`config.mk`:
```
export PLATFORM = sky130hd
export DESIGN_NAME = weighted_table_sampler_core
export DESIGN_NICKNAME = d
export VERILOG_FILES = /design/src/sv/wts_pkg.sv /design/src/sv/weighted_table_sampler_core.sv /design/src/sv/wts_ram.sv /design/src/sv/wts_draw.sv
export SDC_FILE = /design/constraint.sdc
export NUM_CORES = 1
export LEC_CHECK = 0
export ABC_CLOCK_PERIOD_IN_PS = 10600
export BUFFER_PORTS_ARGS = -buffer_cell sky130_fd_sc_hd__buf_2
export CAP_MARGIN = 10
export CORE_AREA = 4 4 490 250
export DETAILED_ROUTE_END_ITERATION = 10
export DIE_AREA = 0 0 494 254
export PLACE_DENSITY = 0.36
export SETUP_SLACK_MARGIN = 0.5
export SLEW_MARGIN = 20
export SYNTH_ARGS = -nofsm -noshare
export SYNTH_HDL_FRONTEND = slang
export SYNTH_SLANG_ARGS = --single-unit
```
`constraint.sdc`:
```
create_clock -name clock -period 10.6 [get_ports clock]
set_clock_uncertainty 0.15 [all_clocks]
set_input_delay 2.12 -clock clock [delete_from_list [all_inputs] [get_ports clock]]
set_output_delay 2.12 -clock clock [all_outputs]
set_load 0.05 [all_outputs]
```
`src/sv/wts_pkg.sv`:
```
`default_nettype none
// ----------------------------------------------------------------------------
// wts_pkg
// shared sizes, codes and control and status structs of the weighted table sampler
// ----------------------------------------------------------------------------
package wts_pkg;

   localparam int MAX_ENTRIES = 16;
   localparam int IDX_W       = (MAX_ENTRIES > 1) ? $clog2(MAX_ENTRIES) : 1;
   localparam int CNT_W       = $clog2(MAX_ENTRIES + 1);
   localparam int WEIGHT_W    = 16;
   localparam int FRAC_W      = 16;
   localparam int SUM_W       = WEIGHT_W + IDX_W;

   localparam logic OP_APPEND = 1'b0;
   localparam logic OP_DRAW   = 1'b1;

   localparam logic [1:0] ST_DRAWN    = 2'd0;
   localparam logic [1:0] ST_EMPTY    = 2'd1;
   localparam logic [1:0] ST_APPENDED = 2'd2;
   localparam logic [1:0] ST_FULL     = 2'd3;

   typedef struct packed {
      logic start;
   } draw_ctl_type;

   typedef struct packed {
      logic             done;
      logic [IDX_W-1:0] pick;
   } draw_stat_type;

endpackage
`default_nettype wire

```
`src/sv/weighted_table_sampler_core.sv`:
```
`default_nettype none
// ----------------------------------------------------------------------------
// weighted_table_sampler_core
// roulette wheel selection over a table of running weight sums
// ----------------------------------------------------------------------------
// an append, a full append or an empty draw passes through the finish state into the
//   output register; a draw that picks entry k first multiplies and scans entries 0 to k
// a new word is taken only in idle, once the last result is loaded into the output register;
//   the scan compares one running sum per cycle from the table ram
// reset: synchronous, clears entry count, total, state and rsp_valid; table ram
//   contents are not cleared, only written entries are read
// ----------------------------------------------------------------------------
module weighted_table_sampler_core
   import wts_pkg::*;
(
   input  wire logic                clock,
   input  wire logic                reset,
   input  wire logic                req_valid,
   output logic                     req_ready,
   input  wire logic                req_operation,
   input  wire logic [WEIGHT_W-1:0] req_weight,
   input  wire logic [FRAC_W-1:0]   req_random_fraction,
   output logic                     rsp_valid,
   input  wire logic                rsp_ready,
   output logic      [3:0]          rsp_chosen_index,
   output logic      [1:0]          rsp_status
);

   typedef enum logic [2:0] {
      S_IDLE   = 3'b001,
      S_DRAW   = 3'b010,
      S_FINISH = 3'b100
   } top_state_type;

   // low four bits of a table index, zero filled when the index is narrower
   function automatic logic [3:0] index_field(input logic [IDX_W-1:0] idx);
      logic [IDX_W+3:0] wide;
      wide = {4'b0000, idx};
      return wide[3:0];
   endfunction

   top_state_type    state_ff, state_in;
   logic [CNT_W-1:0] count_ff, count_in;
   logic [SUM_W-1:0] total_ff, total_in;
   logic [IDX_W-1:0] res_idx_ff, res_idx_in;
   logic [1:0]       res_status_ff, res_status_in;
   logic             rsp_valid_ff, rsp_valid_in;
   logic [3:0]       rsp_idx_ff;
   logic [1:0]       rsp_status_ff;

   logic             accept;
   logic             is_full;
   logic             out_free;
   logic             rsp_load;
   logic             wr_en;
   logic [IDX_W-1:0] rd_addr;
   logic [SUM_W-1:0] rd_data;
   draw_ctl_type     draw_ctl;
   draw_stat_type    draw_stat;

   // only idle takes a new word; the output register frees this from rsp_ready
   assign req_ready = (state_ff == S_IDLE);
   assign accept    = req_valid && req_ready;
   assign is_full   = (count_ff == CNT_W'(MAX_ENTRIES));
   assign out_free  = !rsp_valid_ff || rsp_ready;
   assign rsp_load  = (state_ff == S_FINISH) && out_free;

   // sequencer: appends and empty draws finish at once, other draws hand off to the scan unit
   always_comb begin
      state_in       = state_ff;
      count_in       = count_ff;
      total_in       = total_ff;
      res_idx_in     = res_idx_ff;
      res_status_in  = res_status_ff;
      wr_en          = 1'b0;
      draw_ctl.start = 1'b0;
      unique case (state_ff)
         S_IDLE: begin
            if (accept) begin
               state_in = S_FINISH;
               if (req_operation == OP_APPEND) begin
                  if (is_full) begin
                     // weight dropped, table left as it is
                     res_idx_in    = '0;
                     res_status_in = ST_FULL;
                  end else begin
                     wr_en         = 1'b1;
                     total_in      = total_ff + SUM_W'(req_weight);
                     count_in      = count_ff + CNT_W'(1);
                     res_idx_in    = count_ff[IDX_W-1:0];
                     res_status_in = ST_APPENDED;
                  end
               end else if (count_ff == '0) begin
                  res_idx_in    = '0;
                  res_status_in = ST_EMPTY;
               end else begin
                  draw_ctl.start = 1'b1;
                  state_in       = S_DRAW;
               end
            end
         end
         S_DRAW: begin
            if (draw_stat.done) begin
               res_idx_in    = draw_stat.pick;
               res_status_in = ST_DRAWN;
               state_in      = S_FINISH;
            end
         end
         S_FINISH: begin
            if (out_free) begin
               state_in = S_IDLE;
            end
         end
         default: state_in = S_IDLE;
      endcase
   end

   // output word register
   always_comb begin
      rsp_valid_in = rsp_valid_ff;
      if (rsp_load) begin
         rsp_valid_in = 1'b1;
      end else if (rsp_ready) begin
         rsp_valid_in = 1'b0;
      end
   end

   always_ff @(posedge clock) begin
      if (reset) begin
         state_ff     <= S_IDLE;
         count_ff     <= '0;
         total_ff     <= '0;
         rsp_valid_ff <= 1'b0;
      end else begin
         state_ff     <= state_in;
         count_ff     <= count_in;
         total_ff     <= total_in;
         rsp_valid_ff <= rsp_valid_in;
      end
      res_idx_ff    <= res_idx_in;
      res_status_ff <= res_status_in;
      if (rsp_load) begin
         rsp_idx_ff    <= index_field(res_idx_ff);
         rsp_status_ff <= res_status_ff;
      end
   end

   assign rsp_valid        = rsp_valid_ff;
   assign rsp_chosen_index = rsp_idx_ff;
   assign rsp_status       = rsp_status_ff;

   // running sums table
   wts_ram #(
      .WIDTH (SUM_W),
      .DEPTH (MAX_ENTRIES)
   ) u_table (
      .clock   (clock),
      .wr_en   (wr_en),
      .wr_addr (count_ff[IDX_W-1:0]),
      .wr_data (total_in),
      .rd_addr (rd_addr),
      .rd_data (rd_data)
   );

   // target multiply and shared compare scan
   wts_draw u_draw (
      .clock   (clock),
      .reset   (reset),
      .ctl     (draw_ctl),
      .frac    (req_random_fraction),
      .total   (total_ff),
      .count   (count_ff),
      .rd_addr (rd_addr),
      .rd_data (rd_data),
      .stat    (draw_stat)
   );

endmodule
`default_nettype wire

```
`src/sv/wts_ram.sv`:
```
`default_nettype none
// ----------------------------------------------------------------------------
// wts_ram
// generic single write, single read ram with registered read data
// ----------------------------------------------------------------------------
module wts_ram #(
   parameter int WIDTH = 8,
   parameter int DEPTH = 16
) (
   input  wire logic                     clock,
   input  wire logic                     wr_en,
   input  wire logic [$clog2(DEPTH)-1:0] wr_addr,
   input  wire logic [WIDTH-1:0]         wr_data,
   input  wire logic [$clog2(DEPTH)-1:0] rd_addr,
   output logic      [WIDTH-1:0]         rd_data
);

   logic [WIDTH-1:0] mem_ff [DEPTH];
   logic [WIDTH-1:0] rd_data_ff;

   always_ff @(posedge clock) begin
      if (wr_en) begin
         mem_ff[wr_addr] <= wr_data;
      end
      rd_data_ff <= mem_ff[rd_addr];
   end

   assign rd_data = rd_data_ff;

endmodule
`default_nettype wire

```
`src/sv/wts_draw.sv`:
```
`default_nettype none
// ----------------------------------------------------------------------------
// wts_draw
// draw unit: one multiply for the target, then one shared compare per entry
// ----------------------------------------------------------------------------
module wts_draw
   import wts_pkg::*;
(
   input  wire logic                clock,
   input  wire logic                reset,
   input  wire draw_ctl_type        ctl,
   input  wire logic [FRAC_W-1:0]   frac,
   input  wire logic [SUM_W-1:0]    total,
   input  wire logic [CNT_W-1:0]    count,
   output logic      [IDX_W-1:0]    rd_addr,
   input  wire logic [SUM_W-1:0]    rd_data,
   output draw_stat_type            stat
);

   localparam int PROD_W = FRAC_W + SUM_W;

   typedef enum logic [2:0] {
      D_IDLE = 3'b001,
      D_MUL  = 3'b010,
      D_SCAN = 3'b100
   } draw_state_type;

   draw_state_type    state_ff, state_in;
   logic [FRAC_W-1:0] frac_ff, frac_in;
   logic [SUM_W-1:0]  tot_ff, tot_in;
   logic [SUM_W-1:0]  target_ff, target_in;
   logic [IDX_W-1:0]  idx_ff, idx_in;
   logic [PROD_W-1:0] product;
   logic              hit;
   logic              last;

   assign product = PROD_W'(frac_ff) * PROD_W'(tot_ff);
   assign hit     = rd_data > target_ff;
   assign last    = (CNT_W'(idx_ff) + CNT_W'(1)) == count;

   always_comb begin
      state_in  = state_ff;
      frac_in   = frac_ff;
      tot_in    = tot_ff;
      target_in = target_ff;
      idx_in    = idx_ff;
      rd_addr   = '0;
      stat.done = 1'b0;
      stat.pick = idx_ff;
      unique case (state_ff)
         D_IDLE: begin
            if (ctl.start) begin
               frac_in  = frac;
               tot_in   = total;
               state_in = D_MUL;
            end
         end
         D_MUL: begin
            // entry zero is fetched while the product settles
            target_in = product[PROD_W-1:FRAC_W];
            idx_in    = '0;
            state_in  = D_SCAN;
         end
         D_SCAN: begin
            rd_addr = idx_ff + IDX_W'(1);
            if (hit || last) begin
               stat.done = 1'b1;
               state_in  = D_IDLE;
            end else begin
               idx_in = idx_ff + IDX_W'(1);
            end
         end
         default: state_in = D_IDLE;
      endcase
   end

   always_ff @(posedge clock) begin
      if (reset) begin
         state_ff <= D_IDLE;
      end else begin
         state_ff <= state_in;
      end
      frac_ff   <= frac_in;
      tot_ff    <= tot_in;
      target_ff <= target_in;
      idx_ff    <= idx_in;
   end

endmodule
`default_nettype wire

```
==> summary.txt <==
outcome - finished, final reports clean
Netlist Area Pre-Place - 28100 µm²
# setup viols final - 0
Num CTS Buffers - 50
Worst Setup End Kind - flip-flop
leakage - 12.6 nW
CORE AREA - 118000 µm²
Routed Antenna Nets - 0
Post-CTS Hold Buffers - 0
vias - 18100
synthesized instance count - 2518
max_cap viols - 0
Hold WC Path Type - flip-flop to flip-flop
FMAX - 148 MHz
DP Cell Count - 4061
global-route wire length before repair - 128 mm
Worst Setup Start Kind - flip-flop
cells resized by post-CTS repair - 0
Post-Syn Area per Cell - 11.2 µm²
flop-to-flop setup slack - 3850 ps
Arrival @ worst endpoint - 6940 ps
worst path required time - 10790 ps
initial antenna violation count - 3
Root Driver - clkbuf_16
Routed WL per cell - 20.2 µm
fin crit period - 6750 ps
Iter 0 DRT Violations - 1125
Max Slew Vio Count - 0
non-filler cells, final - 4153
Die W - 494 µm
pin count of the biggest net entering global routing - 119
Post-route DRC - 0
Post-Route Setup TNS - 0 ps
clock-pin transition on the worst setup and hold timing paths - 70 ps
CTS sink count - 444
GP Congestion - 0.771
Worst VDD drop - 0.199 mV
fin crit share - 63.7%
Max-slew headroom - 32.8%
CTS tree - built
Final Hold Vio Count - 0
Diodes inserted - 0
crit path kind - flip-flop to flip-flop
vias in the first global route - 19600
synth unique cells - 72
Clock Path Buffers - 3
H-tree depth - 2
# Post-CTS Setup Buffers - 0
EDFF count, synth - 392
net count after synthesis - 2951
P&R area growth vs syn - 13.2%
Starting Density - 23.9%
drt first pass iters - 5
Final HPWL DP - 56.2 mm
pre-CTS setup slack - 3800 ps
I/O pin cnt - 45
PD cells - 214 nW/µm²
final core occ - 27.1%
vias per std cell - 4.37
Routed WL - 83.9 mm
Die Span Y - 254 µm
layout cell share with drive strength beyond 1 - 8.55%
YS warnings - 0
latest clock arrival within the worst-skew pair - 610 ps
GRT Total Usage - 13.6%
ys flop type - edfxtp_1
FP Rows - 89
Worst Tran Pin Value - 1010 ps
nets - 2954
GRT Residual Overflow - 0
RSZ-0062 raised after global routing - false
crit-path max FO - 16
Synth async-reset ratio - 0%
Seq cells post-synth - 444
Die Area - 125000 µm²
register area share after synthesis - 45.6%
PortBufs - 44
Final Worst Setup Slack - 3850 ps
## critical path, stage by stage (launching register included)
cell and delay (ps):
edfxtp_1 870, nand2_1 180, fa_1 540, fa_1 460, fa_1 510, fa_1 550, inv_1 50, fa_1 480
inv_1 50, fa_1 500, inv_1 50, ha_1 340, a21o_1 180, a21o_1 180, a221oi_2 430, a31o_2 320
o31ai_4 120, a41oi_2 280, o21bai_2 80, xnor2_1 130
## stage by stage
step | total power [mW] | area [µm²] | hold WS [ps]
floorplan | 4.29 | 28100 | 250
global placement | 5.21 | 30200 | 257
detailed placement | 5.16 | 30200 | 259
CTS | 6.95 | 31800 | 273
global route | 7.39 | 31800 | 275
finish | 6.80 | 31800 | 270
## sequential cells by signal, summed over array words and instances, names as in the netlist
signal and cells:
u_table.mem_ff 320, total_ff 20, u_draw.target_ff 20, u_draw.tot_ff 20, u_table.rd_data 20, u_draw.frac_ff 16, count_ff 5, res_idx_ff 4
rsp_chosen_index 4, u_draw.idx_ff 4, state_ff 3, u_draw.state_ff 3, res_status_ff 2, rsp_status 2, rsp_valid 1
## synthesized netlist by cell type (15+ instances only)
cell type | number | area share [%]
nand2_1 | 407 | 5.4
edfxtp_1 | 392 | 42
inv_1 | 313 | 4.2
fa_1 | 250 | 18
ha_1 | 146 | 6.5
and2_1 | 142 | 3.2
a21oi_1 | 130 | 2.3
clkbuf_1 | 96 | 1.3
nor2_1 | 80 | 1.1
dfxtp_1 | 52 | 3.7
o21ai_0 | 45 | 0.80
o221ai_1 | 41 | 1.3
o22ai_1 | 36 | 0.80
and3_1 | 34 | 0.76
nand3_1 | 30 | 0.53
xnor2_1 | 27 | 0.84
o21ai_1 | 25 | 0.45
a21o_1 | 21 | 0.56
buf_2 | 21 | 0.37
nor2b_1 | 21 | 0.47
o211ai_1 | 18 | 0.48
mux2_2 | 17 | 0.68
nand4_1 | 17 | 0.38
xor2_1 | 17 | 0.53
a311oi_1 | 16 | 0.50
a31oi_1 | 15 | 0.33
## layout by cell type, fill, tap and decap left out, types with 11 or more instances in the layout
| cell | Yosys | final |
|---|---|---|
| and2_1 | 142 | 142 |
| o21ai_0 | 45 | 41 |
| edfxtp_1 | 392 | 392 |
| o22ai_1 | 36 | 36 |
| a31oi_1 | 15 | 15 |
| dfxtp_1 | 52 | 52 |
| nand4_1 | 17 | 17 |
| a21o_1 | 21 | 21 |
| buf_4 | 2 | 40 |
| inv_1 | 313 | 313 |
| a311oi_1 | 16 | 16 |
| buf_2 | 21 | 44 |
| clkinv_1 | 2 | 17 |
| o21ai_1 | 25 | 28 |
| ha_1 | 146 | 145 |
| a21oi_1 | 130 | 130 |
| nand3_1 | 30 | 30 |
| mux2_2 | 17 | 17 |
| clkbuf_16 | 0 | 51 |
| nor2_1 | 80 | 68 |
| and3_1 | 34 | 34 |
| nand2b_1 | 14 | 12 |
| xnor2_1 | 27 | 27 |
| a211oi_1 | 11 | 11 |
| xor2_1 | 17 | 16 |
| nor2_2 | 0 | 11 |
| o221ai_1 | 41 | 41 |
| nor2b_1 | 21 | 21 |
| nand2_1 | 407 | 407 |
| fa_1 | 250 | 250 |
| o211ai_1 | 18 | 18 |
## cells by family (layout without fill, tap and decap cells)
group	Yosys count	after routing	synth area share, %
simple gates	769	769	12.7
buf+inv	450	493	6.15
flops	444	444	45.6
fa+ha+maj	396	396	24.3
compound gates	394	394	9.04
xor+xnor	45	45	1.43
mux	20	20	0.797
## layout make-up
| type | instances | area, µm² |
|---|---|---|
| multi-input combinational | 1624 | 13700 |
| fill | 12400 | 85800 |
| inverter | 316 | 1190 |
| tap | 1592 | 1990 |
| timing repair buffer | 85 | 541 |
| clock inverter | 33 | 284 |
| clock buffer | 59 | 1320 |
| sequential | 444 | 12800 |
## layer usage
| metal | global-route usage [%] | share of wire (%) |
|---|---|---|
| met1 | 18.0 | 47 |
| met2 | 23.9 | 49 |
| met3 | 1.42 | 2.6 |
| met4 | 3.05 | 2.0 |
| met5 | 0 | 0 |
## report_power, final
group	leakage [nW]	internal (mW)	total, mW	switching, mW
Sequential	4.06	2.09	2.13	0.0425
Clock	0.765	0.966	1.71	0.748
Combinational	7.80	1.14	2.96	1.82
Total	12.6	4.19	6.80	2.61
## final timing paths
check	start	end	cells after the start
min	res_idx_ff[1]	rsp_chosen_index[1]	0
min reg2reg	res_idx_ff[1]	rsp_chosen_index[1]	0
max reg2reg	u_draw.tot_ff[8]	u_draw.target_ff[19]	19
max	u_draw.tot_ff[8]	u_draw.target_ff[19]	19
Power figures use the tool's default switching activity.
